--- src/hw/rtl/fosd_pkg.sv ---
`timescale 1ns / 1ps
`default_nettype none

package fosd_pkg;

  // sample format
  localparam int SAMPLE_BITS = 32;
  localparam int RESULT_BITS = 32;

  // stencil datapath widths
  localparam int OP_BITS   = SAMPLE_BITS + 1;   // holds a negated ghost sample
  localparam int SUM_BITS  = SAMPLE_BITS + 5;   // weighted stencil sum, signed
  localparam int MAG_BITS  = SAMPLE_BITS + 4;   // magnitude of the sum
  localparam int LIMB_BITS = 32;
  localparam int LIMBS     = (MAG_BITS + LIMB_BITS - 1) / LIMB_BITS;
  localparam int MAG_PAD   = LIMBS * LIMB_BITS;
  localparam int ACC_BITS  = MAG_PAD + LIMB_BITS;
  localparam int LIMB_CNT_BITS = (LIMBS > 1) ? $clog2(LIMBS) : 1;

  // divide by 12 * 65536 = 3 * 2^18, rounding half away from zero on magnitude
  localparam int              FRAC_SHIFT   = 18;
  localparam logic [18:0]     ROUND_BIAS   = 19'd393216;
  localparam logic [33:0]     SAT_LIMIT    = 34'd6442450944;   // 3 * 2^31
  localparam int              QUOT_IN_BITS = 33;
  localparam int              QUOT_BITS    = 31;
  localparam logic [33:0]     DIV3_MULT    = 34'h2_AAAA_AAAB;  // (2^35 + 1) / 3
  localparam int              DIV3_SHIFT   = 35;
  localparam int              DPROD_BITS   = QUOT_IN_BITS + 34;

  // job queue
  localparam int QUEUE_DEPTH = 4;

  // configuration registers
  localparam int          ADDR_BITS    = 3;
  localparam int          REG_IDX_BITS = ADDR_BITS - 2;
  localparam logic [REG_IDX_BITS-1:0] REG_INV_SPACING = 1'b0;
  localparam logic [REG_IDX_BITS-1:0] REG_ODD_PARITY  = 1'b1;
  localparam logic [31:0] INV_SPACING_RESET = 32'd6553600;

  typedef struct packed {
    logic signed [SAMPLE_BITS-1:0] sample;
    logic                          final_sample;
  } in_t;

  typedef struct packed {
    logic signed [RESULT_BITS-1:0] derivative;
    logic                          run_end;
    logic                          short_run;
  } out_t;

  // one unit of work for the back end
  typedef struct packed {
    logic                      is_zero;
    logic                      run_end;
    logic                      short_run;
    logic signed [OP_BITS-1:0] ym2;
    logic signed [OP_BITS-1:0] ym1;
    logic signed [OP_BITS-1:0] yp1;
    logic signed [OP_BITS-1:0] yp2;
  } job_t;

endpackage

`default_nettype wire

--- src/hw/rtl/fosd_back.sv ---
`timescale 1ns / 1ps
`default_nettype none

module fosd_back (
  input  wire logic           clk,
  input  wire logic           rst,
  input  wire logic           empty,
  input  wire fosd_pkg::job_t job,
  output logic                pop,
  input  wire logic [31:0]    inv_spacing,
  output logic                out_valid,
  input  wire logic           out_ready,
  output fosd_pkg::out_t      out_data
);

  localparam logic [2:0] B_IDLE = 3'd0;
  localparam logic [2:0] B_DIFF = 3'd1;
  localparam logic [2:0] B_SUM  = 3'd2;
  localparam logic [2:0] B_MUL  = 3'd3;
  localparam logic [2:0] B_RND  = 3'd4;
  localparam logic [2:0] B_DIV  = 3'd5;
  localparam logic [2:0] B_FIN  = 3'd6;

  localparam int SB  = fosd_pkg::SUM_BITS;
  localparam int LB  = fosd_pkg::LIMB_BITS;
  localparam int AB  = fosd_pkg::ACC_BITS;
  localparam int MP  = fosd_pkg::MAG_PAD;
  localparam int QB  = fosd_pkg::QUOT_BITS;
  localparam int QIB = fosd_pkg::QUOT_IN_BITS;
  localparam int CB  = fosd_pkg::LIMB_CNT_BITS;
  localparam int RB  = fosd_pkg::RESULT_BITS;

  logic [2:0]   state;
  logic [2:0]   state_next;
  logic [CB-1:0] limb_cnt;
  fosd_pkg::job_t cur;

  logic signed [SB-1:0] diff_a;
  logic signed [SB-1:0] diff_b;
  logic signed [SB-1:0] sum_s;
  logic [SB-1:0]        sum_abs;
  logic                 neg;
  logic [MP-1:0]        mag_sh;
  logic [AB-1:0]        acc;
  logic [2*LB-1:0]      limb_prod;
  logic [AB-1:0]        t_full;
  logic                 sat;
  logic [QIB-1:0]       t_low;
  logic [fosd_pkg::DPROD_BITS-1:0] dprod;
  logic [QB-1:0]        quot;
  logic [RB-1:0]        result;
  logic                 out_free;

  assign out_free = !out_valid || out_ready;
  assign pop      = (state == B_IDLE) && !empty;

  // stencil sum, one multiply per limb, rounding, divide by three
  assign sum_s     = diff_a + (diff_b <<< 3);
  assign sum_abs   = sum_s[SB-1] ? SB'(-sum_s) : SB'(sum_s);
  assign limb_prod = mag_sh[MP-1 -: LB] * inv_spacing;
  assign t_full    = (acc + AB'(fosd_pkg::ROUND_BIAS)) >> fosd_pkg::FRAC_SHIFT;
  assign dprod     = t_low * fosd_pkg::DIV3_MULT;

  // signed, saturated result
  always_comb begin
    if (cur.is_zero) begin
      result = '0;
    end else if (sat) begin
      result = neg ? {1'b1, {(RB-1){1'b0}}} : {1'b0, {(RB-1){1'b1}}};
    end else if (neg) begin
      result = -RB'(quot);
    end else begin
      result = RB'(quot);
    end
  end

  always_comb begin
    state_next = state;
    case (state)
      B_IDLE: begin
        if (!empty) begin
          state_next = job.is_zero ? B_FIN : B_DIFF;
        end
      end
      B_DIFF: state_next = B_SUM;
      B_SUM:  state_next = B_MUL;
      B_MUL: begin
        if (limb_cnt == CB'(fosd_pkg::LIMBS - 1)) begin
          state_next = B_RND;
        end
      end
      B_RND:  state_next = B_DIV;
      B_DIV:  state_next = B_FIN;
      B_FIN: begin
        if (out_free) begin
          state_next = B_IDLE;
        end
      end
      default: state_next = B_IDLE;
    endcase
  end

  // sequencer and output register control
  always_ff @(posedge clk) begin
    if (rst) begin
      state     <= B_IDLE;
      limb_cnt  <= '0;
      out_valid <= 1'b0;
    end else begin
      state <= state_next;
      if (state == B_MUL) begin
        limb_cnt <= limb_cnt + 1'b1;
      end else begin
        limb_cnt <= '0;
      end
      if (state == B_FIN && out_free) begin
        out_valid <= 1'b1;
      end else if (out_ready) begin
        out_valid <= 1'b0;
      end
    end
  end

  // datapath
  always_ff @(posedge clk) begin
    case (state)
      B_IDLE: begin
        cur <= job;
      end
      B_DIFF: begin
        diff_a <= SB'(cur.ym2) - SB'(cur.yp2);
        diff_b <= SB'(cur.yp1) - SB'(cur.ym1);
      end
      B_SUM: begin
        neg    <= sum_s[SB-1];
        mag_sh <= MP'(sum_abs[fosd_pkg::MAG_BITS-1:0]);
        acc    <= '0;
      end
      B_MUL: begin
        acc    <= (acc << LB) + AB'(limb_prod);
        mag_sh <= mag_sh << LB;
      end
      B_RND: begin
        sat   <= (t_full >= AB'(fosd_pkg::SAT_LIMIT));
        t_low <= t_full[QIB-1:0];
      end
      B_DIV: begin
        quot <= dprod[fosd_pkg::DIV3_SHIFT +: QB];
      end
      default: begin
      end
    endcase
    if (state == B_FIN && out_free) begin
      out_data.derivative <= result;
      out_data.run_end    <= cur.run_end;
      out_data.short_run  <= cur.short_run;
    end
  end

endmodule

`default_nettype wire

--- config.mk ---
export PLATFORM = sky130hd
export DESIGN_NAME = fosd_back
export DESIGN_NICKNAME = d
export VERILOG_FILES = /design/src/hw/rtl/fosd_pkg.sv /design/src/hw/rtl/fosd_back.sv
export SDC_FILE = /design/constraint.sdc
export NUM_CORES = 2
export LEC_CHECK = 0
export ABC_CLOCK_PERIOD_IN_PS = 11050
export BUFFER_PORTS_ARGS = -buffer_cell sky130_fd_sc_hd__buf_2
export CAP_MARGIN = 5
export CORE_ASPECT_RATIO = 1.25
export CORE_UTILIZATION = 40
export DETAILED_ROUTE_END_ITERATION = 7
export GPL_TIMING_DRIVEN = 0
export SYNTH_ARGS = -nofsm -noshare
export SYNTH_HDL_FRONTEND = slang
export SYNTH_SLANG_ARGS = --single-unit
--- constraint.sdc ---
create_clock -name clk -period 11.05 [get_ports clk]
set_input_delay 1.105 -clock clk [delete_from_list [all_inputs] [get_ports clk]]
set_output_delay 1.105 -clock clk [all_outputs]
set_load 0.1 [all_outputs]
==> results.tsv <==
stage	metric	value	unit
final_layout	area_growth	8.918	%
timing	max_slew.worst_pin.slew	1.301	ns
timing	rsz0062_at_grt	true	
critical_path	critPathKind	flip-flop to flip-flop	
final_layout	drive_gt1_share	5.251	%
status	status	finished, final reports clean	
timing	fin_skew	0.08323	ns
synthesis	synth.most_common_cell	inv_1	
die	dieArea	179500	um^2
timing	layout_setup_ws	0.1205	ns
synthesis	syn_avg_cell_area	9.788	um^2
worst_hold_path	min_to	out_data[1]$_DFFE_PP_	
routing	wl_per_cell	23.55	um
timing	max_freq	91.50	MHz
critical_path	cp-end-kind	flip-flop	
timing	hold_viol_final	0	
final_layout	nets	9597	
critical_path	timing.rr.start	mag_sh[42]$_SDFFCE_PN0P_	
critical_path	worstPathRequired	11.55	ns
cts	clock-root-buffer	clkbuf_16	
die	row_count	172	
routing	via_per_inst	5.317	
die	start_util	40.39	%
routing	drc	0	
synthesis	syn_nets	9306	
routing	vias	52980	
cts	cts.htree.levels	2	
grt	grt_max_degree	74	
critical_path	timing.rr.end	acc[87]$_SDFFCE_PN0P_	
placed_design	pre_cts_ws	-0.3944	ns
critical_path	crit_start	mag_sh[42]$_SDFFCE_PN0P_	
grt	track_usage	26.80	%
critical_path	crit_arrival	11.43	ns
placed_design	numPortBuffers	206	
timing	slew_headroom	13.29	%
routing	drt-pass1-iter-count	5	
timing	setup_viol	0	
grt	antenna_found_initial	33	
placed_design	gp_congestion	1.003	
timing	period_minus_slack	10.93	ns
routing	ant_nets	0	
synthesis	ys_seq_area_share	19.69	%
critical_path	rrSetupSlack	0.12	ns
worst_hold_path	worstHoldStart	cur[133]$_DFFE_PN_	
final_layout	final_area	77450	um^2
synthesis	synth_area	71110	um^2
cts	cts_max_path_buffers	3	
routing	drt_wl_total	234600	um
synthesis	ys_ff_latch	468	
cts	insertion_delay	0.70	ns
synthesis	ys_top_cells_by_area	fa_1 (34%), edfxtp_1 (20%), ha_1 (12%)	
worst_hold_path	hold_class	flip-flop to flip-flop	
synthesis	syn_inst	7265	
placed_design	place_area	75460	um^2
grt	grt_pass1_wl	352400	um
timing	slew_violations	0	
critical_path	reg2reg_depth	27	
die	placeableCoreArea	176000	um^2
synthesis	synth-async-reset-ratio	0	%
critical_path	cp-start-kind	flip-flop	
synthesis	yosysWarnings	0	
cts	cts-hold-fix-buffers	0	
synthesis	ys_types	83	
grt	grt_pass1_vias	56670	
synthesis	synth_top_area_cell	fa_1	
critical_path	crit_fanout	10	
job	max_cap_violations	0	
cts	post_cts_resized	0	
grt	grt.overflow.total	0	
placed_design	place_hpwl	199200	um
die	io_pins	207	
synthesis	synth_common_cells	inv_1 (1506), fa_1 (1202), nand2_1 (693), ha_1 (668), and2_1 (532)	
synthesis	synth.top_cell.area_share	33.84	%
synthesis	ys.flop_type	edfxtp_1	
cts	cts_tree	yes	
synthesis	synth_edf_count	463	
routing	drt-initial-drc-count	3703	
cts	cts_buffers	53	
timing	fin_crit_sh	98.91	%
cts	cts.clk_slew.worst_paths	0.06	ns
cts	numClockSinks	468	
cts	post_cts_buffers	0	
final_layout	fillers	17350	
worst_hold_path	hold_path_depth	0	
die	fp.dieH	473.4	um
die	die_width	379.1	um
per-layer routing:
metal | part of all wire (%) | up-vias | GRT usage, %
met4 | 7.9 | 6 | 17.44
met1 | 37 | 26800 | 30.92
met5 | 0.014 | - | 0
met2 | 49 | 1966 | 45.58
met3 | 6.7 | 616 | 4.669
li1 | - | 23600 | -
how the worst max path moves through the flow:
stage / to / depth (start not counted)
after floorplan: cur[0]$_DFFE_PN_ / 2
after global placement: cur[89]$_DFFE_PN_ / 2
after detailed placement: acc[88]$_SDFFCE_PN0P_ / 27
after CTS: acc[87]$_SDFFCE_PN0P_ / 28
after global routing: acc[87]$_SDFFCE_PN0P_ / 28
final: acc[87]$_SDFFCE_PN0P_ / 27
flip-flops by register name, summed over array words and instances, names as in the netlist, 3 cells and up:
name	flops
cur	135
acc	96
mag_sh	64
diff_a	34
diff_b	34
out_data	34
t_low	33
quot	31
state	3
kinds of logic after synthesis:
| logic type | after synthesis | share of synthesized area, % |
|---|---|---|
| AO/OA/AOI/OAI | 801 | 7.366 |
| XOR/XNOR | 236 | 2.907 |
| adder cells (fa/ha/maj) | 1870 | 45.59 |
| buffers and inverters | 1809 | 9.574 |
| flip-flops | 468 | 19.69 |
| multiplexers | 13 | 0.1830 |
| AND/OR/NAND/NOR | 2068 | 14.68 |
worst max-delay path: stages, from the launching register on:
cell and delay [ns]:
edfxtp_1 0.79, clkbuf_1 0.88, nand2_1 0.17, fa_1 0.56, fa_1 0.49, inv_1 0.05, fa_1 0.56, fa_1 0.46
fa_1 0.54, fa_1 0.54, fa_1 0.55, inv_1 0.10, fa_1 0.73, inv_1 0.08, ha_1 0.29, clkbuf_1 0.24
a21o_1 0.28, a31o_2 0.27, a31oi_1 0.17, o21ai_0 0.18, a2111oi_0 0.72, o221a_2 0.33, a21oi_1 0.14, o2111ai_2 0.51
and2_1 0.41, buf_2 0.32, o21ai_0 0.14, a21oi_1 0.25
cells in the final DEF (no fill, tap or decap), drive strengths merged, types with 28 or more instances in the layout:
master	n
o21bai	28
and2	532
a211oi	31
nand2b	32
nor3	91
inv	1514
xnor2	154
nand4	56
o21a	28
nand3	83
xor2	82
clkbuf	347
a21oi	239
nor2b	37
edfxtp	463
fa	1202
ha	668
or3	54
and3	80
a21o	141
nor2	295
nand2	693
a31oi	29
buf	249
o21ai	142
final cells by class:
cell class / instances / area (um^2) / area share [%]
antenna: 16 / 40.04 / 0.05170
buffer: 303 / 1175 / 1.517
clock buffer: 57 / 1341 / 1.732
clock inverter: 41 / 550.5 / 0.7108
inverter: 1506 / 5653 / 7.299
multi-input combinational: 4988 / 50330 / 64.99
sequential: 468 / 14000 / 18.08
tap: 2349 / 2939 / 3.795
timing repair buffer: 236 / 1414 / 1.826
per-stage QoR:
stage                     util (%)  instances  hold WS, ns  TNS (ns)
final                        43.99       9964       0.4295         0
after global routing         43.97       9949       0.4383   -0.1575
after detailed placement     42.87       9849       0.4127    -5.367
after floorplan                  -       7265       0.4003         0
after CTS                    43.94       9947       0.4320         0
after global placement       42.65       9820       0.4079   -682.53
Power is not shown: default switching activity piles up to over one toggle a cycle in this logic, so the estimate is an artifact.
