**src/hw/rtl/fosd_queue.sv**
```systemverilog
`timescale 1ns / 1ps
`default_nettype none

module fosd_queue #(
  parameter int WIDTH = 8,
  parameter int DEPTH = 4
) (
  input  wire logic             clk,
  input  wire logic             rst,
  input  wire logic             push,
  input  wire logic [WIDTH-1:0] wr_data,
  output logic                  full,
  input  wire logic             pop,
  output logic [WIDTH-1:0]      rd_data,
  output logic                  empty
);

  localparam int PTR_BITS = (DEPTH > 1) ? $clog2(DEPTH) : 1;
  localparam int CNT_BITS = $clog2(DEPTH + 1);

  logic [WIDTH-1:0]    slots [DEPTH];
  logic [PTR_BITS-1:0] wr_ptr;
  logic [PTR_BITS-1:0] rd_ptr;
  logic [CNT_BITS-1:0] count;

  assign full    = (count == CNT_BITS'(DEPTH));
  assign empty   = (count == '0);
  assign rd_data = slots[rd_ptr];

  // storage
  always_ff @(posedge clk) begin
    if (push) begin
      slots[wr_ptr] <= wr_data;
    end
  end

  // pointers and fill level
  always_ff @(posedge clk) begin
    if (rst) begin
      wr_ptr <= '0;
      rd_ptr <= '0;
      count  <= '0;
    end else begin
      if (push) begin
        wr_ptr <= (wr_ptr == PTR_BITS'(DEPTH - 1)) ? '0 : wr_ptr + 1'b1;
      end
      if (pop) begin
        rd_ptr <= (rd_ptr == PTR_BITS'(DEPTH - 1)) ? '0 : rd_ptr + 1'b1;
      end
      if (push && !pop) begin
        count <= count + 1'b1;
      end else if (pop && !push) begin
        count <= count - 1'b1;
      end
    end
  end

endmodule

`default_nettype wire

```
**config.mk**
```make
export PLATFORM = sky130hd
export DESIGN_NAME = fosd_queue
export DESIGN_NICKNAME = d
export VERILOG_FILES = /design/src/hw/rtl/fosd_queue.sv
export SDC_FILE = /design/constraint.sdc
export NUM_CORES = 1
export LEC_CHECK = 0
export BUFFER_PORTS_ARGS = -buffer_cell sky130_fd_sc_hd__buf_4
export CAP_MARGIN = 40
export CORE_MARGIN = 2
export CORE_UTILIZATION = 47
export CTS_CLUSTER_DIAMETER = 150
export DETAILED_ROUTE_END_ITERATION = 16
export PLACE_DENSITY = 0.67
export SLEW_MARGIN = 10
export SYNTH_ARGS = -nofsm -noshare
export SYNTH_HDL_FRONTEND = slang
export SYNTH_SLANG_ARGS = --single-unit
```
**constraint.sdc**
```tcl
create_clock -name clk -period 3.8 [get_ports clk]
set_input_delay 0.38 -clock clk [delete_from_list [all_inputs] [get_ports clk]]
set_output_delay 0.38 -clock clk [all_outputs]
set_load 0.02 [all_outputs]
```
==> results of run 1 <==
==> layout make-up <==
cell class              instances  area, um2
fillers                       272       1440
flip-flops and latches         41       1140
multi-input cells              39        425
repair buffers                 21        158
clock buffers                   7       66.3
well taps                      46       57.6
inverters                       4       15.0
clock inverters                 1       5.00
==> cell usage after synthesis, drive strengths merged <==
cell type and number:
a21oi 2, and2 4, buf 1, clkbuf 1
dfxtp 9, edfxtp 32, fa 1, ha 6
inv 4, mux2i 4, mux4 8, nor2 7
nor3 1, nor3b 2, o21ai 1, or3 1
xor2 2
==> state kept, by name (all words and copies together) (netlist names), named ones only <==
signal and count:
rd_ptr 2, count 3, slots 32, wr_ptr 2
==> critical path, delay by kind of cell, from the launching register on <==
family | cells | cell delay [ns]
DFF | 1 | 0.67
muxes | 1 | 0.58
buffers and inverters | 1 | 0.18
==> per-stage QoR <==
step                std cells  hold WS, ns  power [mW]  setup WS (ns)
floorplan                  86        0.449       0.613           2.16
detailed placement        151        0.497       0.664           1.92
finish                    159        0.232       0.898           1.65
CTS                       159        0.215       0.910           1.58
global route              159        0.214       0.941           1.47
global placement          151        0.477       0.659           1.98
==> logic make-up after synthesis <==
family | synth area share (%)
DFF | 71.4
buffers and inverters | 1.96
adders and majority gates | 5.95
AOI/OAI and AO/OA | 0.939
muxes | 13.8
xor gates and xnor gates | 1.10
and+or+nand+nor | 4.85
==> per-layer routing <==
| layer | up-vias | share of wire, % | track usage, % |
|---|---|---|---|
| met1 | 378 | 44 | 17.3 |
| li1 | 380 | - | - |
| met2 | 17 | 51 | 23.6 |
| met4 | 0 | 1.3 | 6.67 |
| met5 | - | 0 | 0 |
| met3 | 5 | 3.4 | 3.44 |
==> how the worst max path moves through the flow <==
stage	from	end	depth (start not counted)
after floorplan	pop	count[2]	7
after global placement	pop	count[2]	8
after detailed placement	pop	count[2]	8
after CTS	flop	rd_data[5]	2
after global routing	flop	rd_data[5]	2
final	flop	rd_data[5]	2
==> power breakdown <==
part           switching, mW  internal [mW]  leakage, nW
combinational         0.0604         0.0617        0.283
clock                  0.136          0.112       0.0404
sequential            0.0191          0.510        0.368
==> impl_metrics.py, run 1 <==
metrics = {
    "run_status": {
        "status": "finished, final reports clean",
    },
    "worst_hold_path": {
        "hp-class": "primary input to flop",
        "hold_depth": 1,
        "min_to": "slots[0][6]",
        "hold_path_startpoint": "wr_data[6]",
    },
    "finish": {
        "post-route-util_pct": 56.4,
        "final_cell_mix": "edfxtp_1, buf_4, dfxtp_1, mux4_2, nor2_1",
        "nNetsFinal": 131,
        "layout_commonest_cell": "edfxtp_1",
        "n_antenna_cell": 0,
        "stdcell_area_mm2": 0.00187,
        "area_growth_pct": 16.9,
        "drive_gt1_share_pct": 31.9,
    },
    "power": {
        "power.density_mw_per_mm2": 481,
        "total_leakage_power_nw": 0.691,
        "vdd_drop_max_v": 0.000239,
    },
    "floorplanning": {
        "num_rows": 21,
        "fp.dieH_um": 62.3,
        "pin_count": 22,
        "die_width_um": 62.3,
        "die_area_mm2": 0.00388,
        "core-area_mm2": 0.00331,
        "start_util_pct": 48.3,
    },
    "route": {
        "dr.pass1.iters": 4,
        "wl_per_cell_um": 15.2,
        "via_per_inst": 4.91,
        "ant_nets": 0,
        "wl_mm": 2.41,
        "vias": 780,
        "drtIter0Drc": 20,
        "drcViolationCount": 0,
    },
    "global_routing": {
        "grtUsageTotal_pct": 14.1,
        "grt_pass1_vias": 830,
        "grt_overflow": 0,
        "grt_max_degree": 14,
        "antenna_found_initial": 0,
        "grt_pass1_wl_mm": 4.04,
    },
    "timing": {
        "setup_tns_ns": 0,
        "hold_violations": 0,
        "slew_headroom_pct": 64.6,
        "worst_pin_slew_ns": 0.530,
        "fin_skew_ns": 0.00711,
        "maxSlewViolCount": 0,
        "setup_viol": 0,
        "max_freq_ghz": 0.466,
        "period_minus_slack_ns": 2.15,
        "timing.final.crit_share_pct": 56.5,
        "rsz0062_at_grt": "no",
    },
    "synth": {
        "ys_types": 17,
        "synth_nets": 105,
        "yosys.area.top_type": "edfxtp_1",
        "synth_area_mm2": 0.00160,
        "yosysWarnings": 0,
        "avgSynthCellArea_um2": 18.6,
        "synth_top_area_share_pct": 60.1,
        "yosys_register_bits": 41,
        "synth_area_leaders": "edfxtp_1, dfxtp_1, mux4_2, ha_1, mux2i_1",
        "netlist_instances": 86,
        "yosysSeqAreaShare_pct": 71.4,
    },
    "worst_setup_path": {
        "timing.rr.end": "count[2]",
        "startpoint_type": "flop",
        "max_stage_delay_ns": 0.67,
        "worstSetupPathType": "flop to output pin",
        "critical_path_arrival_ns": 1.77,
        "r2r.worst_path.cells": 4,
        "endpoint_kind": "output pin",
        "worstPathCellList": "mux4_2 -> buf_4",
        "worstPathRequired_ns": 3.42,
        "r2r_start": "count[0]",
        "crit_slowest_cell": "dfxtp_1",
        "worst-path-max-fanout": 8,
        "rrSetupSlack_ns": 2.33,
    },
    "run": {
        "cap_violations": 0,
    },
    "clocking": {
        "root_buffer": "clkbuf_4",
        "cts.sinks": 41,
        "cts_tree": "done",
        "numCtsBuffers": 5,
        "clk_latency_ns": 0.33,
        "cts_hold_buf": 0,
        "path_clk_slew_ns": 0.12,
        "htree_levels": 2,
        "post_cts_resized": 0,
        "cts_setup_buffers": 0,
        "cts_max_path_buffers": 2,
    },
    "placed_design": {
        "gp_congestion": 0.676,
        "port_buffers": 21,
        "dp_hpwl_mm": 1.67,
        "placed_area_mm2": 0.00180,
    },
}
(Power assumes the default switching activity.)
==> inputs of run 2 (changes only) <==
--- a/config.mk
+++ b/config.mk
@@ -11,7 +11,7 @@
 export CORE_UTILIZATION = 47
 export CTS_CLUSTER_DIAMETER = 150
 export DETAILED_ROUTE_END_ITERATION = 16
-export PLACE_DENSITY = 0.67
+export PLACE_DENSITY = 0.7
 export SLEW_MARGIN = 10
 export SYNTH_ARGS = -nofsm -noshare
 export SYNTH_HDL_FRONTEND = slang
==> constraint.sdc (replaced) <==
create_clock -name clk -period 1.74 [get_ports clk]
set_input_delay 0.174 -clock clk [delete_from_list [all_inputs] [get_ports clk]]
set_output_delay 0.174 -clock clk [all_outputs]
set_load 0.02 [all_outputs]
==> run 2 against run 1 <==
Wire length down 0.71%. Total power grew 110%. Core utilization is essentially flat. Die area did not move. Flip-flop and latch count unchanged. Clock power up 71%. Largest cell class unchanged. Highest routed layer unchanged.
==> impl_metrics.py, run 2 (synthesis gave the netlist of run 1 again) <==
metrics = {
    "global_routing": {
        "grt_pass1_wl_mm": 3.93,
        "gr-usage-met3_pct": 3.62,
        "grt_overflow": 0,
        "grt_max_degree": 13,
        "grtUsageMet1_pct": 16.1,
        "gr-usage-met2_pct": 23.1,
        "grt_pass1_vias": 862,
        "antenna_found_initial": 0,
        "busiest_layer": "met2",
        "grtUsageTotal_pct": 13.9,
    },
    "finish": {
        "instances_no_fill": 160,
        "largest_registers": "slots: 32 flops, count: 3 flops",
        "n_antenna_cell": 0,
        "largest_register_ffs": 32,
        "nNetsFinal": 132,
        "stdcell_area_mm2": 0.00187,
        "final_cell_mix": "edfxtp_1, buf_4, mux4_2, dfxtp_1, nor2_1",
        "layout_commonest_cell": "edfxtp_1",
        "area_growth_pct": 16.8,
        "drive_gt1_share_pct": 31.6,
        "regMostFlops": "slots",
    },
    "clocking": {
        "clk_latency_ns": 0.33,
        "path_clk_slew_ns": 0.11,
        "htree_levels": 2,
        "root_buffer": "clkbuf_4",
        "cts_hold_buf": 0,
        "cts.sinks": 41,
        "cts_max_path_buffers": 2,
        "numCtsBuffers": 5,
        "cts_tree": "done",
    },
    "worst_setup_path": {
        "r2r.worst_path.cells": 4,
        "worstPathRequired_ns": 1.57,
        "endpoint_kind": "output pin",
        "worstSetupPathType": "flop to output pin",
        "startpoint_type": "flop",
        "critical_path_arrival_ns": 1.51,
        "worst-path-max-fanout": 8,
    },
    "worst_hold_path": {
        "hp-class": "primary input to flop",
        "hold_depth": 1,
    },
    "route": {
        "vias": 801,
        "drcViolationCount": 0,
        "wl_per_cell_um": 15.0,
        "drtIter0Drc": 40,
        "via_per_inst": 5.01,
        "wl_mm": 2.39,
        "dr.pass1.iters": 4,
        "ant_nets": 0,
    },
    "timing": {
        "fin_skew_ns": 0.0110,
        "hold_violations": 0,
        "setup_viol": 0,
        "worst_pin_slew_ns": 0.432,
        "setup_tns_ns": 0,
        "period_minus_slack_ns": 1.69,
        "maxSlewViolCount": 0,
        "timing.final.crit_share_pct": 96.9,
        "max_freq_ghz": 0.593,
        "slew_headroom_pct": 71.2,
        "rsz0062_at_grt": "no",
    },
    "floorplanning": {
        "pin_count": 22,
        "die_width_um": 62.3,
        "fp.dieH_um": 62.3,
        "die_area_mm2": 0.00388,
        "core-area_mm2": 0.00331,
        "start_util_pct": 48.3,
        "num_rows": 21,
    },
    "placed_design": {
        "placedCellCount": 152,
        "gp_congestion": 0.745,
        "dp_hpwl_mm": 1.67,
        "placed_area_mm2": 0.00180,
        "port_buffers": 21,
    },
    "run": {
        "cap_violations": 0,
    },
    "run_status": {
        "status": "finished, final reports clean",
    },
    "power": {
        "total_leakage_power_nw": 0.687,
        "vdd_drop_max_v": 0.000563,
        "power.density_mw_per_mm2": 998,
    },
}
-- run 2: changes by cell type in the layout (fill, tap and decap cells not counted), sizes merged --
| cell | before | now |
|---|---|---|
| buf | 21 | 22 |
-- run 2: per-layer routing --
| metal | up-vias | part of all wire (%) |
|---|---|---|
| li1 | 378 | - |
| met1 | 395 | 43 |
| met2 | 20 | 51 |
| met3 | 8 | 4.2 |
| met4 | 0 | 2.3 |
| met5 | - | 0 |
-- run 2: worst max-delay path, stage by stage, from the launching register on --
cell and delay, ns:
dfxtp_2 0.36, buf_12 0.14, mux4_2 0.51, buf_4 0.17
-- run 2: layout make-up --
cell class / instances / area, um2
inverters: 4 / 15.0
fillers: 280 / 1440
clock buffers: 7 / 45.0
repair buffers: 22 / 178
clock inverters: 1 / 3.75
flip-flops and latches: 41 / 1140
well taps: 46 / 57.6
multi-input cells: 39 / 425
-- run 2: worst paths after layout --
check,startpoint,to,slack (ns)
setup reg to reg,count[0],count[2],0.25
hold reg to reg,count[2],count[2],0.53
hold / removal,wr_data[6],slots[3][6],0.04
setup / recovery,flop,rd_data[3],0.05
-- run 2: repair_timing --
item,CTS,global route
resized for setup,1,3
setup buffers,0,0
setup endpoints to repair,5,6
-- run 2: power breakdown --
part,switching (mW),leakage [nW],internal [mW],total [mW]
logic,0.145,0.291,0.144,0.289
registers,0.0366,0.369,1.11,1.15
clock network,0.267,0.0269,0.156,0.423
-- run 2: through the flow --
| stage | util (%) | total power, mW | worst slack (ns) | hold WS (ns) |
|---|---|---|---|---|
| after global routing | 56.4 | 1.95 | 0.00333 | 0.0159 |
| after CTS | 56.1 | 1.88 | 0.0130 | 0.0261 |
| after floorplan | - | 1.34 | 0.304 | 0.243 |
| after detailed placement | 54.5 | 1.46 | 0.0711 | 0.378 |
| final | 56.4 | 1.86 | 0.0539 | 0.0354 |
| after global placement | 54.5 | 1.44 | 0.138 | 0.373 |
==> inputs of run 3 (changes only) <==
--- a/config.mk
+++ b/config.mk
@@ -11,6 +11,7 @@
 export CORE_UTILIZATION = 47
 export CTS_CLUSTER_DIAMETER = 150
 export DETAILED_ROUTE_END_ITERATION = 16
+export HOLD_SLACK_MARGIN = 0.05
 export PLACE_DENSITY = 0.7
 export SLEW_MARGIN = 10
 export SYNTH_ARGS = -nofsm -noshare
==> run 3 against run 2 <==
First-iteration DRC count down 7.5%. Critical path depth is the same. Worst setup slack improved by 0.0086 ns. Final area increased by 4.8%. Cell count grew 5.6%. Core utilization is 2.7 points higher. Critical path type unchanged. Highest routed layer unchanged.
==> impl_metrics.py, run 3 (synthesis gave the netlist of run 1 again) <==
metrics = {
    "floorplanning": {
        "pin_count": 22,
        "die_area_mm2": 0.00388,
        "fp.dieH_um": 62.3,
        "core-area_mm2": 0.00331,
        "start_util_pct": 48.3,
        "die_width_um": 62.3,
        "num_rows": 21,
    },
    "finish": {
        "area_growth_pct": 22.5,
        "regMostFlops": "slots",
        "largest_register_ffs": 32,
        "layout_commonest_cell": "edfxtp_1",
        "nNetsFinal": 141,
        "drive_gt1_share_pct": 29.3,
        "n_antenna_cell": 0,
        "largest_registers": "slots: 32 flops, count: 3 flops",
        "final_cell_mix": "edfxtp_1, buf_4, dlygate4sd3_1, mux4_2, dfxtp_1",
    },
    "route": {
        "wl_per_cell_um": 14.5,
        "drcViolationCount": 0,
        "vias": 832,
        "drtIter0Drc": 37,
        "via_per_inst": 4.92,
        "wl_mm": 2.45,
        "ant_nets": 0,
        "dr.pass1.iters": 4,
    },
    "clocking": {
        "cts_setup_buffers": 0,
        "clk_latency_ns": 0.33,
        "path_clk_slew_ns": 0.11,
        "cts_max_path_buffers": 2,
        "cts.sinks": 41,
        "numCtsBuffers": 5,
        "root_buffer": "clkbuf_4",
        "cts_tree": "done",
        "htree_levels": 2,
    },
    "placed_design": {
        "dp_hpwl_mm": 1.67,
        "port_buffers": 21,
        "gp_congestion": 0.745,
    },
    "global_routing": {
        "antenna_found_initial": 0,
        "grt_max_degree": 13,
        "grtUsageTotal_pct": 14.3,
        "grt_pass1_vias": 888,
        "grt_pass1_wl_mm": 4.06,
        "grt_overflow": 0,
    },
    "worst_setup_path": {
        "max_stage_delay_ns": 0.51,
        "worstPathRequired_ns": 1.57,
        "worst-path-max-fanout": 8,
        "crit_slowest_cell": "mux4_2",
        "startpoint_type": "flop",
        "endpoint_kind": "output pin",
        "worstPathCellList": "buf_12 -> mux4_2 -> buf_4",
        "r2r.worst_path.cells": 4,
        "worstSetupPathType": "flop to output pin",
        "critical_path_arrival_ns": 1.50,
    },
    "power": {
        "totalPowerFinal_mw": 1.88,
        "seq_power_share_pct": 61.2,
        "power.density_mw_per_mm2": 960,
        "vdd_drop_max_v": 0.000563,
        "total_leakage_power_nw": 0.725,
        "p_sw_share_pct": 24.1,
        "switchingPower_uw": 453,
        "internal_power_mw": 1.43,
        "pwr-share-comb_pct": 16.2,
        "clkPwrFrac_pct": 22.6,
    },
    "timing": {
        "period_minus_slack_ns": 1.68,
        "rsz0062_at_grt": "no",
        "max_freq_ghz": 0.596,
        "maxSlewViolCount": 0,
        "worst_pin_slew_ns": 0.433,
        "setup_viol": 0,
        "slew_headroom_pct": 71.1,
        "hold_violations": 0,
        "fin_skew_ns": 0.0122,
        "setup_tns_ns": 0,
        "timing.final.crit_share_pct": 96.4,
        "whs_ns": 0.144,
    },
    "worst_hold_path": {
        "hp-class": "primary input to flop",
        "hold_depth": 3,
    },
    "run_status": {
        "status": "finished, final reports clean",
    },
    "run": {
        "cap_violations": 0,
    },
}
-- run 3: cell count changes in the layout (fill, tap and decap cells not counted), sizes merged --
cell	previous run	this run
dlygate4sd3	0	9
-- run 3: worst max-delay path, delay by kind of cell (launching register included) --
kind     cells  cell delay (ns)
flops        1             0.35
buf+inv      2             0.30
mux          1             0.51
-- run 3: path summary, 6_finish.rpt --
kind	start	endpoint	slack, ns
worst max-delay path	flop	rd_data[3]	0.06
worst min-delay path	push	wr_ptr[0]	0.14
worst max register to register	count[0]	count[2]	0.25
worst min register to register	count[2]	count[2]	0.53
-- run 3: metrics by stage --
stage          instances  setup WS, ns  util, %  area (um2)
6_report             169        0.0625     59.1        1960
5_1_grt              169       0.00772     59.1        1960
4_1_cts              169        0.0130     58.8        1950
3_5_place_dp         152        0.0711     54.5        1800
3_3_place_gp         152         0.138     54.5        1800
2_1_floorplan         86         0.304        -        1600
-- run 3: layer usage --
| layer | global-route usage, % | wire [um] | vias up |
|---|---|---|---|
| met2 | 24.0 | 1260 | 20 |
| met3 | 3.44 | 95 | 8 |
| met4 | 8.61 | 56 | 0 |
| met5 | 0 | 0 | - |
| li1 | - | - | 395 |
| met1 | 16.8 | 1040 | 409 |
-- run 3: cell type report --
cell class              instances  area (um2)
well taps                      46        57.6
fillers                       275        1350
clock inverters                 1        3.75
clock buffers                   7        45.0
multi-input cells              39         425
flip-flops and latches         41        1140
inverters                       4        15.0
repair buffers                 31         268
-- run 3: what timing repair did --
action	4_1_cts	5_1_grt
gates resized for setup	1	3
pin swaps	0	0
hold endpoints to repair	33	0
hold buffers	9	0
setup endpoints to repair	5	6
-- run 3: power by group through the flow --
stage                     Combinational (mW)  Sequential, mW  Clock [mW]
final                                  0.305            1.15       0.424
after detailed placement               0.288            1.17           0
after global placement                 0.278            1.17           0
after global routing                   0.333            1.16       0.473
after floorplan                        0.181            1.16           0
after CTS                              0.307            1.15       0.435
