--- src/hw/rtl/fosd_pkg.sv ---
`timescale 1ns / 1ps
`default_nettype none

package fosd_pkg;

  // sample format
  localparam int SAMPLE_BITS = 32;
  localparam int RESULT_BITS = 32;

  // stencil datapath widths
  localparam int OP_BITS   = SAMPLE_BITS + 1;   // holds a negated ghost sample
  localparam int SUM_BITS  = SAMPLE_BITS + 5;   // weighted stencil sum, signed
  localparam int MAG_BITS  = SAMPLE_BITS + 4;   // magnitude of the sum
  localparam int LIMB_BITS = 32;
  localparam int LIMBS     = (MAG_BITS + LIMB_BITS - 1) / LIMB_BITS;
  localparam int MAG_PAD   = LIMBS * LIMB_BITS;
  localparam int ACC_BITS  = MAG_PAD + LIMB_BITS;
  localparam int LIMB_CNT_BITS = (LIMBS > 1) ? $clog2(LIMBS) : 1;

  // divide by 12 * 65536 = 3 * 2^18, rounding half away from zero on magnitude
  localparam int              FRAC_SHIFT   = 18;
  localparam logic [18:0]     ROUND_BIAS   = 19'd393216;
  localparam logic [33:0]     SAT_LIMIT    = 34'd6442450944;   // 3 * 2^31
  localparam int              QUOT_IN_BITS = 33;
  localparam int              QUOT_BITS    = 31;
  localparam logic [33:0]     DIV3_MULT    = 34'h2_AAAA_AAAB;  // (2^35 + 1) / 3
  localparam int              DIV3_SHIFT   = 35;
  localparam int              DPROD_BITS   = QUOT_IN_BITS + 34;

  // job queue
  localparam int QUEUE_DEPTH = 4;

  // configuration registers
  localparam int          ADDR_BITS    = 3;
  localparam int          REG_IDX_BITS = ADDR_BITS - 2;
  localparam logic [REG_IDX_BITS-1:0] REG_INV_SPACING = 1'b0;
  localparam logic [REG_IDX_BITS-1:0] REG_ODD_PARITY  = 1'b1;
  localparam logic [31:0] INV_SPACING_RESET = 32'd6553600;

  typedef struct packed {
    logic signed [SAMPLE_BITS-1:0] sample;
    logic                          final_sample;
  } in_t;

  typedef struct packed {
    logic signed [RESULT_BITS-1:0] derivative;
    logic                          run_end;
    logic                          short_run;
  } out_t;

  // one unit of work for the back end
  typedef struct packed {
    logic                      is_zero;
    logic                      run_end;
    logic                      short_run;
    logic signed [OP_BITS-1:0] ym2;
    logic signed [OP_BITS-1:0] ym1;
    logic signed [OP_BITS-1:0] yp1;
    logic signed [OP_BITS-1:0] yp2;
  } job_t;

endpackage

`default_nettype wire

--- src/hw/rtl/fosd_front.sv ---
`timescale 1ns / 1ps
`default_nettype none

module fosd_front (
  input  wire logic           clk,
  input  wire logic           rst,
  input  wire logic           in_valid,
  output logic                in_ready,
  input  wire fosd_pkg::in_t  in_data,
  input  wire logic           odd_parity,
  output logic                push,
  output fosd_pkg::job_t      job,
  input  wire logic           full
);

  localparam logic F_IDLE = 1'b0;
  localparam logic F_EMIT = 1'b1;

  localparam logic [1:0] PHASE_A = 2'd0;   // interior or inner-edge point
  localparam logic [1:0] PHASE_B = 2'd1;   // second-to-last point
  localparam logic [1:0] PHASE_Z = 2'd2;   // last point, always zero

  localparam int OPB = fosd_pkg::OP_BITS;

  logic        state;
  logic        state_next;
  logic [1:0]  phase;
  logic [2:0]  seen;
  logic        hold_fin;
  logic signed [fosd_pkg::SAMPLE_BITS-1:0] hold_y;
  logic signed [fosd_pkg::SAMPLE_BITS-1:0] window [4];

  logic signed [OPB-1:0] y_x;
  logic signed [OPB-1:0] w0_x;
  logic signed [OPB-1:0] w1_x;
  logic signed [OPB-1:0] w2_x;
  logic signed [OPB-1:0] w3_x;
  logic signed [OPB-1:0] y_m;
  logic signed [OPB-1:0] w0_m;
  logic signed [OPB-1:0] w1_m;
  logic        short_case;
  logic        present;
  logic        advance;
  logic        last;

  assign in_ready = (state == F_IDLE);

  // sign extension and mirrored ghosts
  assign y_x  = OPB'(hold_y);
  assign w0_x = OPB'(window[0]);
  assign w1_x = OPB'(window[1]);
  assign w2_x = OPB'(window[2]);
  assign w3_x = OPB'(window[3]);
  assign y_m  = odd_parity ? -y_x  : y_x;
  assign w0_m = odd_parity ? -w0_x : w0_x;
  assign w1_m = odd_parity ? -w1_x : w1_x;

  assign short_case = (seen < 3'd3) && hold_fin;

  // job for the current phase
  always_comb begin
    present = 1'b0;
    job     = '0;
    case (phase)
      PHASE_A: begin
        if (short_case) begin
          present       = 1'b1;
          job.is_zero   = 1'b1;
          job.run_end   = 1'b1;
          job.short_run = 1'b1;
        end else if (seen >= 3'd2) begin
          present = 1'b1;
          case (seen)
            3'd2: begin
              job.ym2 = y_m;
              job.ym1 = w0_m;
              job.yp1 = w0_x;
              job.yp2 = y_x;
            end
            3'd3: begin
              job.ym2 = w1_m;
              job.ym1 = w2_x;
              job.yp1 = w0_x;
              job.yp2 = y_x;
            end
            default: begin
              job.ym2 = w3_x;
              job.ym1 = w2_x;
              job.yp1 = w0_x;
              job.yp2 = y_x;
            end
          endcase
        end
      end
      PHASE_B: begin
        present = hold_fin;
        job.ym2 = w2_x;
        job.ym1 = w1_x;
        job.yp1 = y_x;
        job.yp2 = y_x;
      end
      PHASE_Z: begin
        present     = hold_fin;
        job.is_zero = 1'b1;
        job.run_end = 1'b1;
      end
      default: begin
        present = 1'b0;
      end
    endcase
  end

  assign push    = (state == F_EMIT) && present && !full;
  assign advance = (state == F_EMIT) && (!present || !full);
  assign last    = short_case || (!hold_fin && (phase == PHASE_A)) || (phase == PHASE_Z);

  always_comb begin
    state_next = state;
    case (state)
      F_IDLE: begin
        if (in_valid) begin
          state_next = F_EMIT;
        end
      end
      F_EMIT: begin
        if (advance && last) begin
          state_next = F_IDLE;
        end
      end
      default: begin
        state_next = F_IDLE;
      end
    endcase
  end

  // control state
  always_ff @(posedge clk) begin
    if (rst) begin
      state <= F_IDLE;
      phase <= PHASE_A;
      seen  <= '0;
    end else begin
      state <= state_next;
      if (state == F_IDLE) begin
        phase <= PHASE_A;
      end else if (advance) begin
        phase <= phase + 2'd1;
        if (last) begin
          if (hold_fin) begin
            seen <= '0;
          end else if (seen < 3'd4) begin
            seen <= seen + 3'd1;
          end
        end
      end
    end
  end

  // held sample and sample window
  always_ff @(posedge clk) begin
    if (rst) begin
      for (int i = 0; i < 4; i++) begin
        window[i] <= '0;
      end
    end else if (advance && last) begin
      if (hold_fin) begin
        for (int i = 0; i < 4; i++) begin
          window[i] <= '0;
        end
      end else begin
        window[3] <= window[2];
        window[2] <= window[1];
        window[1] <= window[0];
        window[0] <= hold_y;
      end
    end
  end

  always_ff @(posedge clk) begin
    if (in_valid && in_ready) begin
      hold_y   <= in_data.sample;
      hold_fin <= in_data.final_sample;
    end
  end

endmodule

`default_nettype wire

--- config.mk ---
export PLATFORM = sky130hd
export DESIGN_NAME = fosd_front
export DESIGN_NICKNAME = d
export VERILOG_FILES = /design/src/hw/rtl/fosd_pkg.sv /design/src/hw/rtl/fosd_front.sv
export SDC_FILE = /design/constraint.sdc
export NUM_CORES = 1
export LEC_CHECK = 0
export BUFFER_PORTS_ARGS = -buffer_cell sky130_fd_sc_hd__buf_2
export CAP_MARGIN = 10
export CORE_AREA = 3 3 209 211
export CTS_BUF_LIST = sky130_fd_sc_hd__clkbuf_16
export DETAILED_ROUTE_END_ITERATION = 7
export DIE_AREA = 0 0 212 214
export GPL_TIMING_DRIVEN = 0
export HOLD_SLACK_MARGIN = 0.08
export PLACE_DENSITY_LB_ADDON = 0.25
export SYNTH_ARGS = -nofsm -noshare
export SYNTH_HDL_FRONTEND = slang
export SYNTH_SLANG_ARGS = --single-unit
--- constraint.sdc ---
create_clock -name clk -period 5.5 [get_ports clk]
set_input_delay 1.1 -clock clk [delete_from_list [all_inputs] [get_ports clk]]
set_output_delay 1.1 -clock clk [all_outputs]
set_load 0.03 [all_outputs]
==> impl_results.md, run 1 <==
* Outcome: complete, no violations
* Final period utilization at 97.9%
* Total grt overflow at 0
* Worst Hold Launch: window[1][29]
* N_diodes at 0
* Max Cap Viol at 0
* # hold bufs at CTS at 0
* Post-synth EDFFs at 129
* Initial antenna violation count at 0
* Finished Core Util at 30.1%
* Lkg Pwr at 4.72 nW
* Die W at 212 µm
* R2R cell count at 9
* Seq/Total Area, Yosys at 44.5%
* Total wire length at 47.4 mm
* P&R area growth vs syn at 20.9%
* Crit path required time at 4400 ps
* Setup repair bufs after CTS at 0
* Cts repair resizes at 0
* #FFs+latches synth at 167
* Slew margin rel. at 12.2%
* Initial Utilization at 24.9%
* Post-Syn Area at 0.0104 mm²
* Vias at 10.1k
* Min-delay worst type: flip-flop to flip-flop
* Gpl congestion at 0.932
* Io pins at 175
* DIE AREA at 0.0454 mm²
* Final worst slack at 117 ps
* Port bufs at 173
* Hold Crit Depth at 2
* Clock skew at 13.2 ps
* Post-DP HPWL at 34.7 mm
* F_max at 186 MHz
* RSZ-0062 raised after global routing: false
* WS Path Type: flip-flop to output pin
* H-tree depth at 4
* R2R Path End: window[3][15]
* Synthesized net count at 1168
* Hold Path End: window[1][29]
* Ys flop type: edfxtp_1
* Reg2Reg Setup Slack at 1880 ps
* Fin nets at 1362
* TritonCTS clock tree: done
* Vias in the first global route at 9837
* Initial drt markers at 1108
* Root Driver: clkbuf_16
* Pre-CTS setup slack at 354 ps
* DRT Pass-1 Iters at 6
* Bufs on Longest Clock Path at 2
* Final Hold Fails at 0
* Largest net degree at the start of global routing at 57
* Netlist cell types at 66
* Cells after synthesis at 1120
* TritonCTS buffer count at 17
* Syn Area/Cell at 9.31 µm²
* CP Capture Type: output pin
* WL/cell at 25.4 µm
* Core area at 0.0419 mm²
* CP max FO at 10
* FFs w/ async S/R, synth at 0%
* Worst slew pin tran at 1310 ps
* Power per cell area at 266 mW/mm²
* Worst Path Arrival at 4280 ps
* R2R Path Start: seen[0]
* Die height at 214 µm
* Yosys warnings at 0
* Crit path time final at 5380 ps
* GRT Total Usage at 20.7%
* Share of cells above drive strength 1 at 18.1%
* Critical path origin: seen[1]
* Via density at 5.42
* First-pass GRT wire length at 68.4 mm
* Slew Viols, Final at 0
* Final setup viols at 0
* Num rows at 75
* Fin Setup TNS at 0 ps
* Clock Latency Late Sink at 470 ps
* DRC violations left at 0
* Worst VDD drop at 0.172 mV
* Clock transition at path regs at 70 ps
* Final ANT Viol Nets at 0
* Worst setup SP type: flip-flop
* Clk sinks at 167
-- cell usage in the layout (no fill, tap or decap), types with 5 or more instances in the layout --
cell type,netlist,routed
buf_2,1,174
edfxtp_1,129,129
nand2_1,101,101
and2_1,93,93
clkbuf_1,89,89
o21ai_0,68,68
a21oi_1,64,64
nor2_1,44,44
nand3_1,43,43
dfxtp_1,38,38
xnor2_1,37,37
a22oi_1,36,36
xor2_1,36,36
a22o_1,35,35
nor2b_1,34,33
nor3_1,34,33
nor4_1,22,22
inv_1,19,20
clkbuf_16,0,17
or4_1,16,16
a222oi_1,16,16
o41ai_1,15,15
o31ai_1,13,13
or3_1,11,11
ha_1,10,10
mux2i_1,9,9
o221ai_1,9,9
buf_1,8,8
nand2b_1,8,8
o211ai_1,7,7
a31oi_1,7,7
or2_2,6,5
buf_4,5,5
-- metal layers --
layer	wire length (µm)	track usage, %	share of wire [%]
met3	3400	3.51	7.2
met4	981	5.65	2.1
met2	21700	32.8	46
met1	21300	29.0	45
met5	0	0	0
-- where the power goes --
group	internal (W)	leakage [nW]	switching (W)
registers	0.00144	1.63	0.0000780
logic	0.000184	2.80	0.000401
clock network	0.000670	0.289	0.000581
total	0.00229	4.72	0.00106
-- kinds of logic (layout without fill, tap and decap cells) --
logic type                 Yosys count  after routing  share of synthesized area, %
adders and majority gates           10             10                          1.20
muxes                               11             11                          1.08
buffers and inverters              129            336                          5.24
DFF                                167            167                          44.5
xor gates and xnor gates            73             73                          6.13
AOI/OAI and AO/OA                  297            297                          19.6
and+or+nand+nor                    433            433                          22.3
-- metrics by stage --
step,total power [W],area [µm²],std cells,hold WS [ps]
detailed placement,0.00212,12000,1834,468
finish,0.00335,12600,1866,485
CTS,0.00337,12600,1866,483
global placement,0.00211,12000,1832,465
global route,0.00347,12600,1866,530
floorplan,0.00189,10400,1120,445
-- state kept, by name (all words and copies together), names as in the netlist --
register  count
hold_y       32
state         1
phase         2
hold_fin      1
window      128
seen          3
-- synth_stat cells, types with 36 or more instances --
cell | count | area [µm²]
nor2_1 | 44 | 165
xor2_1 | 36 | 315
a22oi_1 | 36 | 270
nand2_1 | 101 | 379
edfxtp_1 | 129 | 3870
o21ai_0 | 68 | 340
clkbuf_1 | 89 | 334
dfxtp_1 | 38 | 761
nand3_1 | 43 | 215
and2_1 | 93 | 582
a21oi_1 | 64 | 320
xnor2_1 | 37 | 324
-- how the worst max path moves through the flow --
stage                     endpoint  slack [ps]  cells past startpoint
after floorplan            job[96]        1450                      7
after global placement    job[129]         350                      9
after detailed placement  job[129]         350                      9
after CTS                  job[88]         230                     12
after global routing       job[88]          50                     12
final                     job[129]         120                      9
-- layout make-up --
| type | instances | area, µm² |
|---|---|---|
| Fill cell | 4452 | 29300 |
| Multi-Input combinational cell | 824 | 5260 |
| Sequential cell | 167 | 4630 |
| Timing Repair Buffer | 175 | 913 |
| Tap cell | 539 | 674 |
| Buffer | 109 | 472 |
| Clock buffer | 17 | 425 |
| Clock inverter | 15 | 153 |
| Inverter | 20 | 75.1 |
-- worst max-delay path: stages (launching register included) --
cell	delay, ps
dfxtp_1	440
ha_1	250
nor2b_1	140
clkbuf_1	550
nand3_1	250
clkbuf_1	440
nor2_1	990
a222oi_1	210
o211ai_1	270
buf_2	270
(Power assumes the default switching activity.)
==> run 2: changes to the inputs <==
--- a/config.mk
+++ b/config.mk
@@ -7,10 +7,10 @@
 export LEC_CHECK = 0
 export BUFFER_PORTS_ARGS = -buffer_cell sky130_fd_sc_hd__buf_2
 export CAP_MARGIN = 10
-export CORE_AREA = 3 3 209 211
-export CTS_BUF_LIST = sky130_fd_sc_hd__clkbuf_16
+export CORE_AREA = 3 3 142 144
+export CTS_BUF_LIST = sky130_fd_sc_hd__clkbuf_8 sky130_fd_sc_hd__clkbuf_16
 export DETAILED_ROUTE_END_ITERATION = 7
-export DIE_AREA = 0 0 212 214
+export DIE_AREA = 0 0 145 147
 export GPL_TIMING_DRIVEN = 0
 export HOLD_SLACK_MARGIN = 0.08
 export PLACE_DENSITY_LB_ADDON = 0.25
==> run 2 against run 1 <==
Sequential power hardly changed. Critical path depth is 1 higher. Largest power group unchanged. Total power is 0.66% lower. Critical endpoint is now job[123]. Combinational power is 2% lower. Non-clock buffer count stayed put. Sequential cell count stayed put. Global-route usage is 17 points higher. Highest routed layer unchanged. Register-to-register slack worse by 230 ps.
==> impl_results.md, run 2 (same netlist as run 1, synthesis figures left out) <==
* Fin Setup TNS at 0 ps (unchanged)
* Fin cells at 1587 (was 1866)
* Outcome: complete, no violations (unchanged)
* Clk sinks at 167 (unchanged)
* Clock skew at 9.78 ps (was 13.2 ps)
* CP Capture Type: output pin (unchanged)
* Core area at 0.0188 mm² (was 0.0419 mm²)
* DIE AREA at 0.0213 mm² (was 0.0454 mm²)
* Most common cell after layout, fill and taps aside: buf_2 (unchanged)
* DRC violations left at 0 (unchanged)
* Gpl congestion at 1.01 (was 0.932)
* Final-layout fill cell count at 1595 (was 4452)
* TritonCTS clock tree: done (unchanged)
* Fin area at 0.0123 mm² (was 0.0126 mm²)
* H-tree depth at 4 (unchanged)
* Root Driver: clkbuf_16 (unchanged)
* N_diodes at 0 (unchanged)
* Power Total at 0.00333 W (was 0.00335 W)
* Clock power share at 37.2% (was 37.3%)
* Initial drt markers at 1723 (was 1108)
* Worst VDD drop at 0.226 mV (was 0.172 mV)
* DRT Pass-1 Iters at 8 (was 6)
* Max reg flops at 128 (unchanged)
* Internal power at 0.00225 W (was 0.00229 W)
* Port bufs at 173 (unchanged)
* WL/cell at 26.1 µm (was 25.4 µm)
* Sequential share of power at 45.5% (was 45.2%)
* Total net switching power at 0.00108 W (was 0.00106 W)
* Worst Path Arrival at 4220 ps (was 4280 ps)
* Via density at 6.62 (was 5.42)
* WS Path Type: flip-flop to output pin (unchanged)
* Total wire length at 41.5 mm (was 47.4 mm)
* Largest net degree at the start of global routing at 44 (was 57)
* Share of cells above drive strength 1 at 18.1% (unchanged)
* Comb pwr share at 17.3% (was 17.5%)
* Biggest regs: window: 128 flops, hold_y: 32 flops, seen: 3 flops (unchanged)
* Slew margin rel. at 12.9% (was 12.2%)
* Cts repair resizes at 0 (unchanged)
* Final ANT Viol Nets at 0 (unchanged)
* Min-delay worst type: flip-flop to flip-flop (unchanged)
* Initial antenna violation count at 0 (unchanged)
* Placed cell area at 0.0117 mm² (was 0.0120 mm²)
* CP most frequent cell: clkbuf_1 (unchanged)
* Setup repair bufs after CTS at 0 (unchanged)
* GRT Total Usage at 37.8% (was 20.7%)
* Max Cap Viol at 0 (unchanged)
* Vias in the first global route at 10.2k (was 9837)
* Worst setup SP type: flip-flop (unchanged)
* CP max stage delay at 920 ps (was 990 ps)
* Initial Utilization at 55.4% (was 24.9%)
* Post-Place Cells at 1555 (was 1834)
* Clock Latency Late Sink at 450 ps (was 470 ps)
* Final Hold Fails at 0 (unchanged)
* RSZ-0062 raised after global routing: false (unchanged)
* CP Cell Sequence: ha_1 -> nor2b_1 -> clkbuf_1 -> nand3_1 -> clkbuf_1 -> nor2_1 -> a22o_1 -> a221oi_1 -> o21ai_1 -> buf_2 (was ha_1 -> nor2b_1 -> clkbuf_1 -> nand3_1 -> clkbuf_1 -> nor2_1 -> a222oi_1 -> o211ai_1 -> buf_2)
* Post-DP HPWL at 29.0 mm (was 34.7 mm)
* Final period utilization at 96.8% (was 97.9%)
* CP max FO at 10 (unchanged)
* Die height at 147 µm (was 214 µm)
* Lkg Pwr at 4.73 nW (was 4.72 nW)
* Vias at 10.5k (was 10.1k)
* Clock transition at path regs at 70 ps (about the same)
* TritonCTS buffer count at 17 (unchanged)
* Switching share of power at 32.6% (was 31.6%)
* Num rows at 50 (was 75)
* Most frequent cells in the layout: 174 x buf_2, 129 x edfxtp_1, 101 x nand2_1, 93 x and2_1, 89 x clkbuf_1 (unchanged)
* Worst slew pin tran at 1300 ps (was 1310 ps)
* Slew Viols, Final at 0 (unchanged)
* Crit path required time at 4400 ps (about the same)
* P&R area growth vs syn at 17.7% (was 20.9%)
* Crit path time final at 5320 ps (was 5380 ps)
* Register with the most flip-flops: window (unchanged)
* Multi-input logic area at 0.00525 mm² (was 0.00526 mm²)
* First-pass GRT wire length at 61.2 mm (was 68.4 mm)
* Fin nets at 1362 (unchanged)
* # hold bufs at CTS at 0 (unchanged)
* Power per cell area at 271 mW/mm² (was 266 mW/mm²)
* Finished Core Util at 65.2% (was 30.1%)
* Die W at 145 µm (was 212 µm)
* Slowest cell on the critical path: nor2_1 (unchanged)
* Bufs on Longest Clock Path at 2 (unchanged)
* F_max at 188 MHz (was 186 MHz)
* Final setup viols at 0 (unchanged)
* Total grt overflow at 0 (unchanged)
* Io pins at 175 (unchanged)
* Sequential Area at 0.00463 mm² (unchanged)
run 2: changes by cell type in the layout (fill, tap and decap cells not counted), moves of 2 or more:
cell       before  now
clkinv_8        0    2
clkinv_4        4    2
bufinv_16       2    0
clkinv_2        4    0
inv_8           0    6
run 2: final cells by class:
| cell class | instances | area share (%) |
|---|---|---|
| clock buffer | 18 | 3.58 |
| sequential | 167 | 37.8 |
| inverter | 20 | 0.612 |
| clock inverter | 14 | 1.24 |
| tap | 260 | 2.65 |
| timing repair buffer | 175 | 7.50 |
| multi-input combinational | 824 | 42.8 |
| buffer | 109 | 3.84 |
run 2: metal layers:
metal / part of all wire, % / wire length, µm / global-route usage (%)
met5: 0 / 0 / 0
met4: 4.5 / 1850 / 18.3
met3: 14 / 5950 / 8.73
met2: 44 / 18400 / 58.5
met1: 37 / 15300 / 50.3
run 2: worst max-delay path, delay by kind of cell, from the launching register on:
family	cells	cell delay, ps
simple gates	3	1400
buf+inv	3	1220
flops	1	450
compound gates	3	450
fa+ha+maj	1	260
run 2: path summary, 6_finish.rpt:
path | from | endpoint | depth (start not counted) | slack (ps)
setup / recovery | seen[1] | job[123] | 10 | 180
hold / removal | window[1][29] | window[1][29] | 2 | 490
setup reg to reg | seen[0] | window[3][25] | 10 | 1650
hold reg to reg | window[1][29] | window[1][29] | 2 | 490
run 2: stage by stage:
step | hold WS, ps | setup slack (ps)
2_1_floorplan | 445 | 1450
3_3_place_gp | 463 | 491
3_5_place_dp | 467 | 502
4_1_cts | 485 | 406
5_1_grt | 506 | 168
6_report | 493 | 176
run 2: power groups by stage:
stage          combinational [W]  clock (W)  sequential, W
3_3_place_gp            0.000542          0        0.00154
5_1_grt                 0.000607    0.00129        0.00152
2_1_floorplan           0.000377          0        0.00151
4_1_cts                 0.000560    0.00123        0.00151
6_report                0.000576    0.00124        0.00152
3_5_place_dp            0.000557          0        0.00154
==> run 3: changes to the inputs <==
--- a/config.mk
+++ b/config.mk
@@ -7,10 +7,12 @@
 export LEC_CHECK = 0
 export BUFFER_PORTS_ARGS = -buffer_cell sky130_fd_sc_hd__buf_2
 export CAP_MARGIN = 10
-export CORE_AREA = 3 3 142 144
+export CELL_PAD_IN_SITES_DETAIL_PLACEMENT = 0
+export CELL_PAD_IN_SITES_GLOBAL_PLACEMENT = 1
+export CORE_AREA = 3 3 153 155
 export CTS_BUF_LIST = sky130_fd_sc_hd__clkbuf_8 sky130_fd_sc_hd__clkbuf_16
 export DETAILED_ROUTE_END_ITERATION = 7
-export DIE_AREA = 0 0 145 147
+export DIE_AREA = 0 0 156 158
 export GPL_TIMING_DRIVEN = 0
 export HOLD_SLACK_MARGIN = 0.08
 export PLACE_DENSITY_LB_ADDON = 0.25
==> run 3 against run 2 <==
Clock power about the same. Highest routed layer unchanged. Critical endpoint is now job[97]. Maximum frequency increased by 1.2%. Register-to-register slack got worse by 30 ps. Critical path depth increased by 2. Critical path type unchanged.
==> impl_results.md, run 3 (same netlist as run 1, synthesis figures left out) <==
* CP Capture Type: output pin (unchanged)
* Max Cap Viol at 0 (unchanged)
* N_diodes at 0 (unchanged)
* GR peak layer: met2 (unchanged)
* Core area at 0.0220 mm² (was 0.0188 mm²)
* DRC violations left at 0 (unchanged)
* Final ANT Viol Nets at 0 (unchanged)
* WHS at 487 ps (was 493 ps)
* Io pins at 175 (unchanged)
* Fin nets at 1363 (was 1362)
* Bufs on Longest Clock Path at 2 (unchanged)
* # hold bufs at CTS at 0 (unchanged)
* Lkg Pwr at 4.72 nW (was 4.73 nW)
* TritonCTS buffer count at 17 (unchanged)
* WL/cell at 26.2 µm (was 26.1 µm)
* Outcome: complete, no violations (unchanged)
* Port bufs at 173 (unchanged)
* Final period utilization at 95.6% (was 96.8%)
* Worst setup SP type: flip-flop (unchanged)
* H-tree depth at 4 (unchanged)
* Vias at 10.3k (was 10.5k)
* Setup repair bufs after CTS at 0 (unchanged)
* Total wire length at 42.1 mm (was 41.5 mm)
* Final Hold Fails at 0 (unchanged)
* DRT Pass-1 Iters at 6 (was 8)
* Most common cell after layout, fill and taps aside: buf_2 (unchanged)
* Crit path time final at 5260 ps (was 5320 ps)
* Clk sinks at 167 (unchanged)
* Final setup viols at 0 (unchanged)
* Initial drt markers at 1302 (was 1723)
* Clock transition at path regs at 70 ps (about the same)
* Largest net degree at the start of global routing at 43 (was 44)
* Root Driver: clkbuf_16 (unchanged)
* Worst Path Arrival at 4160 ps (was 4220 ps)
* Max reg flops at 128 (unchanged)
* DIE AREA at 0.0246 mm² (was 0.0213 mm²)
* Fin Setup TNS at 0 ps (unchanged)
* Register with the most flip-flops: window (unchanged)
* P&R area growth vs syn at 17.9% (was 17.7%)
* Worst slew pin tran at 1150 ps (was 1300 ps)
* Share of cells above drive strength 1 at 18.2% (was 18.1%)
* TritonCTS clock tree: done (unchanged)
* Clock Latency Late Sink at 450 ps (about the same)
* GRT Total Usage at 33.8% (was 37.8%)
* Pre-CTS setup slack at 608 ps (was 502 ps)
* GR Util met2 at 51.7% (was 58.5%)
* CP max FO at 10 (unchanged)
* Die W at 156 µm (was 145 µm)
* Most frequent cells in the layout: 174 x buf_2, 129 x edfxtp_1, 101 x nand2_1, 93 x and2_1, 89 x clkbuf_1 (unchanged)
* Met1 Usage GRT at 44.6% (was 50.3%)
* Cts repair resizes at 0 (unchanged)
* F_max at 190 MHz (was 188 MHz)
* Gpl congestion at 0.971 (was 1.01)
* Total grt overflow at 0 (unchanged)
* First-pass GRT wire length at 61.5 mm (was 61.2 mm)
* Final worst slack at 240 ps (was 176 ps)
* Via density at 6.39 (was 6.62)
* Slew margin rel. at 22.6% (was 12.9%)
* Post-DP HPWL at 29.7 mm (was 29.0 mm)
* Worst VDD drop at 0.172 mV (was 0.226 mV)
* Biggest regs: window: 128 flops, hold_y: 32 flops, seen: 3 flops (unchanged)
* Initial Utilization at 47.5% (was 55.4%)
* Num rows at 54 (was 50)
* Power per cell area at 269 mW/mm² (was 271 mW/mm²)
* Crit path required time at 4400 ps (about the same)
* Die height at 158 µm (was 147 µm)
* Initial antenna violation count at 0 (unchanged)
* Met3 Usage GRT at 9.10% (was 8.73%)
* Sequential Area at 0.00463 mm² (unchanged)
* Min-delay worst type: flip-flop to flip-flop (unchanged)
* WS Path Type: flip-flop to output pin (unchanged)
* Power Total at 0.00331 W (was 0.00333 W)
* Multi-input logic area at 0.00526 mm² (was 0.00525 mm²)
* RSZ-0062 raised after global routing: false (unchanged)
* Clock skew at 12.2 ps (was 9.78 ps)
* Vias in the first global route at 9802 (was 10.2k)
* Slew Viols, Final at 0 (unchanged)
* Final-layout fill cell count at 2030 (was 1595)
## run 3: path summary, 6_finish.rpt
kind,start,end,slack [ps],depth (start not counted)
setup / recovery,seen[0],job[97],240,12
hold / removal,window[1][29],window[1][29],490,2
setup reg to reg,seen[0],window[3][4],1620,9
hold reg to reg,window[1][29],window[1][29],490,2
## run 3: critical path, stage by stage (launching register included)
cell and delay, ps:
dfxtp_1 410, inv_1 90, ha_1 250, nor2b_1 140, clkbuf_1 320, nand2b_1 160, clkbuf_1 470, and2_1 200
clkbuf_1 320, clkbuf_1 680, a22oi_1 240, o21ai_0 170, buf_2 250
## run 3: power by group
part / internal [W] / leakage [nW] / switching, W
clock: 0.000607 / 0.280 / 0.000609
combinational: 0.000186 / 2.81 / 0.000393
sequential: 0.00144 / 1.63 / 0.0000752
## run 3: metrics by stage
stage	instance area [µm²]	util, %	cells
after floorplan	10400	-	1120
after global placement	11600	53.0	1573
after detailed placement	11700	53.3	1575
after CTS	12300	55.9	1607
after global routing	12300	56.0	1608
final	12300	56.0	1608
## run 3: area by class of cell
| cell class | instances | share of cell area, % |
|---|---|---|
| Sequential cell | 167 | 37.7 |
| Buffer | 109 | 3.84 |
| Tap cell | 280 | 2.85 |
| Clock buffer | 17 | 3.46 |
| Inverter | 20 | 0.611 |
| Clock inverter | 15 | 1.20 |
| Multi-Input combinational cell | 824 | 42.8 |
| Timing Repair Buffer | 176 | 7.53 |
## run 3: per-layer routing
metal / wire (µm) / share of wire [%] / up-vias
met3: 5010 / 12 / 126
met5: 0 / 0 / -
met2: 18400 / 44 / 701
li1: - / - / 4539
met4: 1970 / 4.7 / 0
met1: 16700 / 40 / 4916
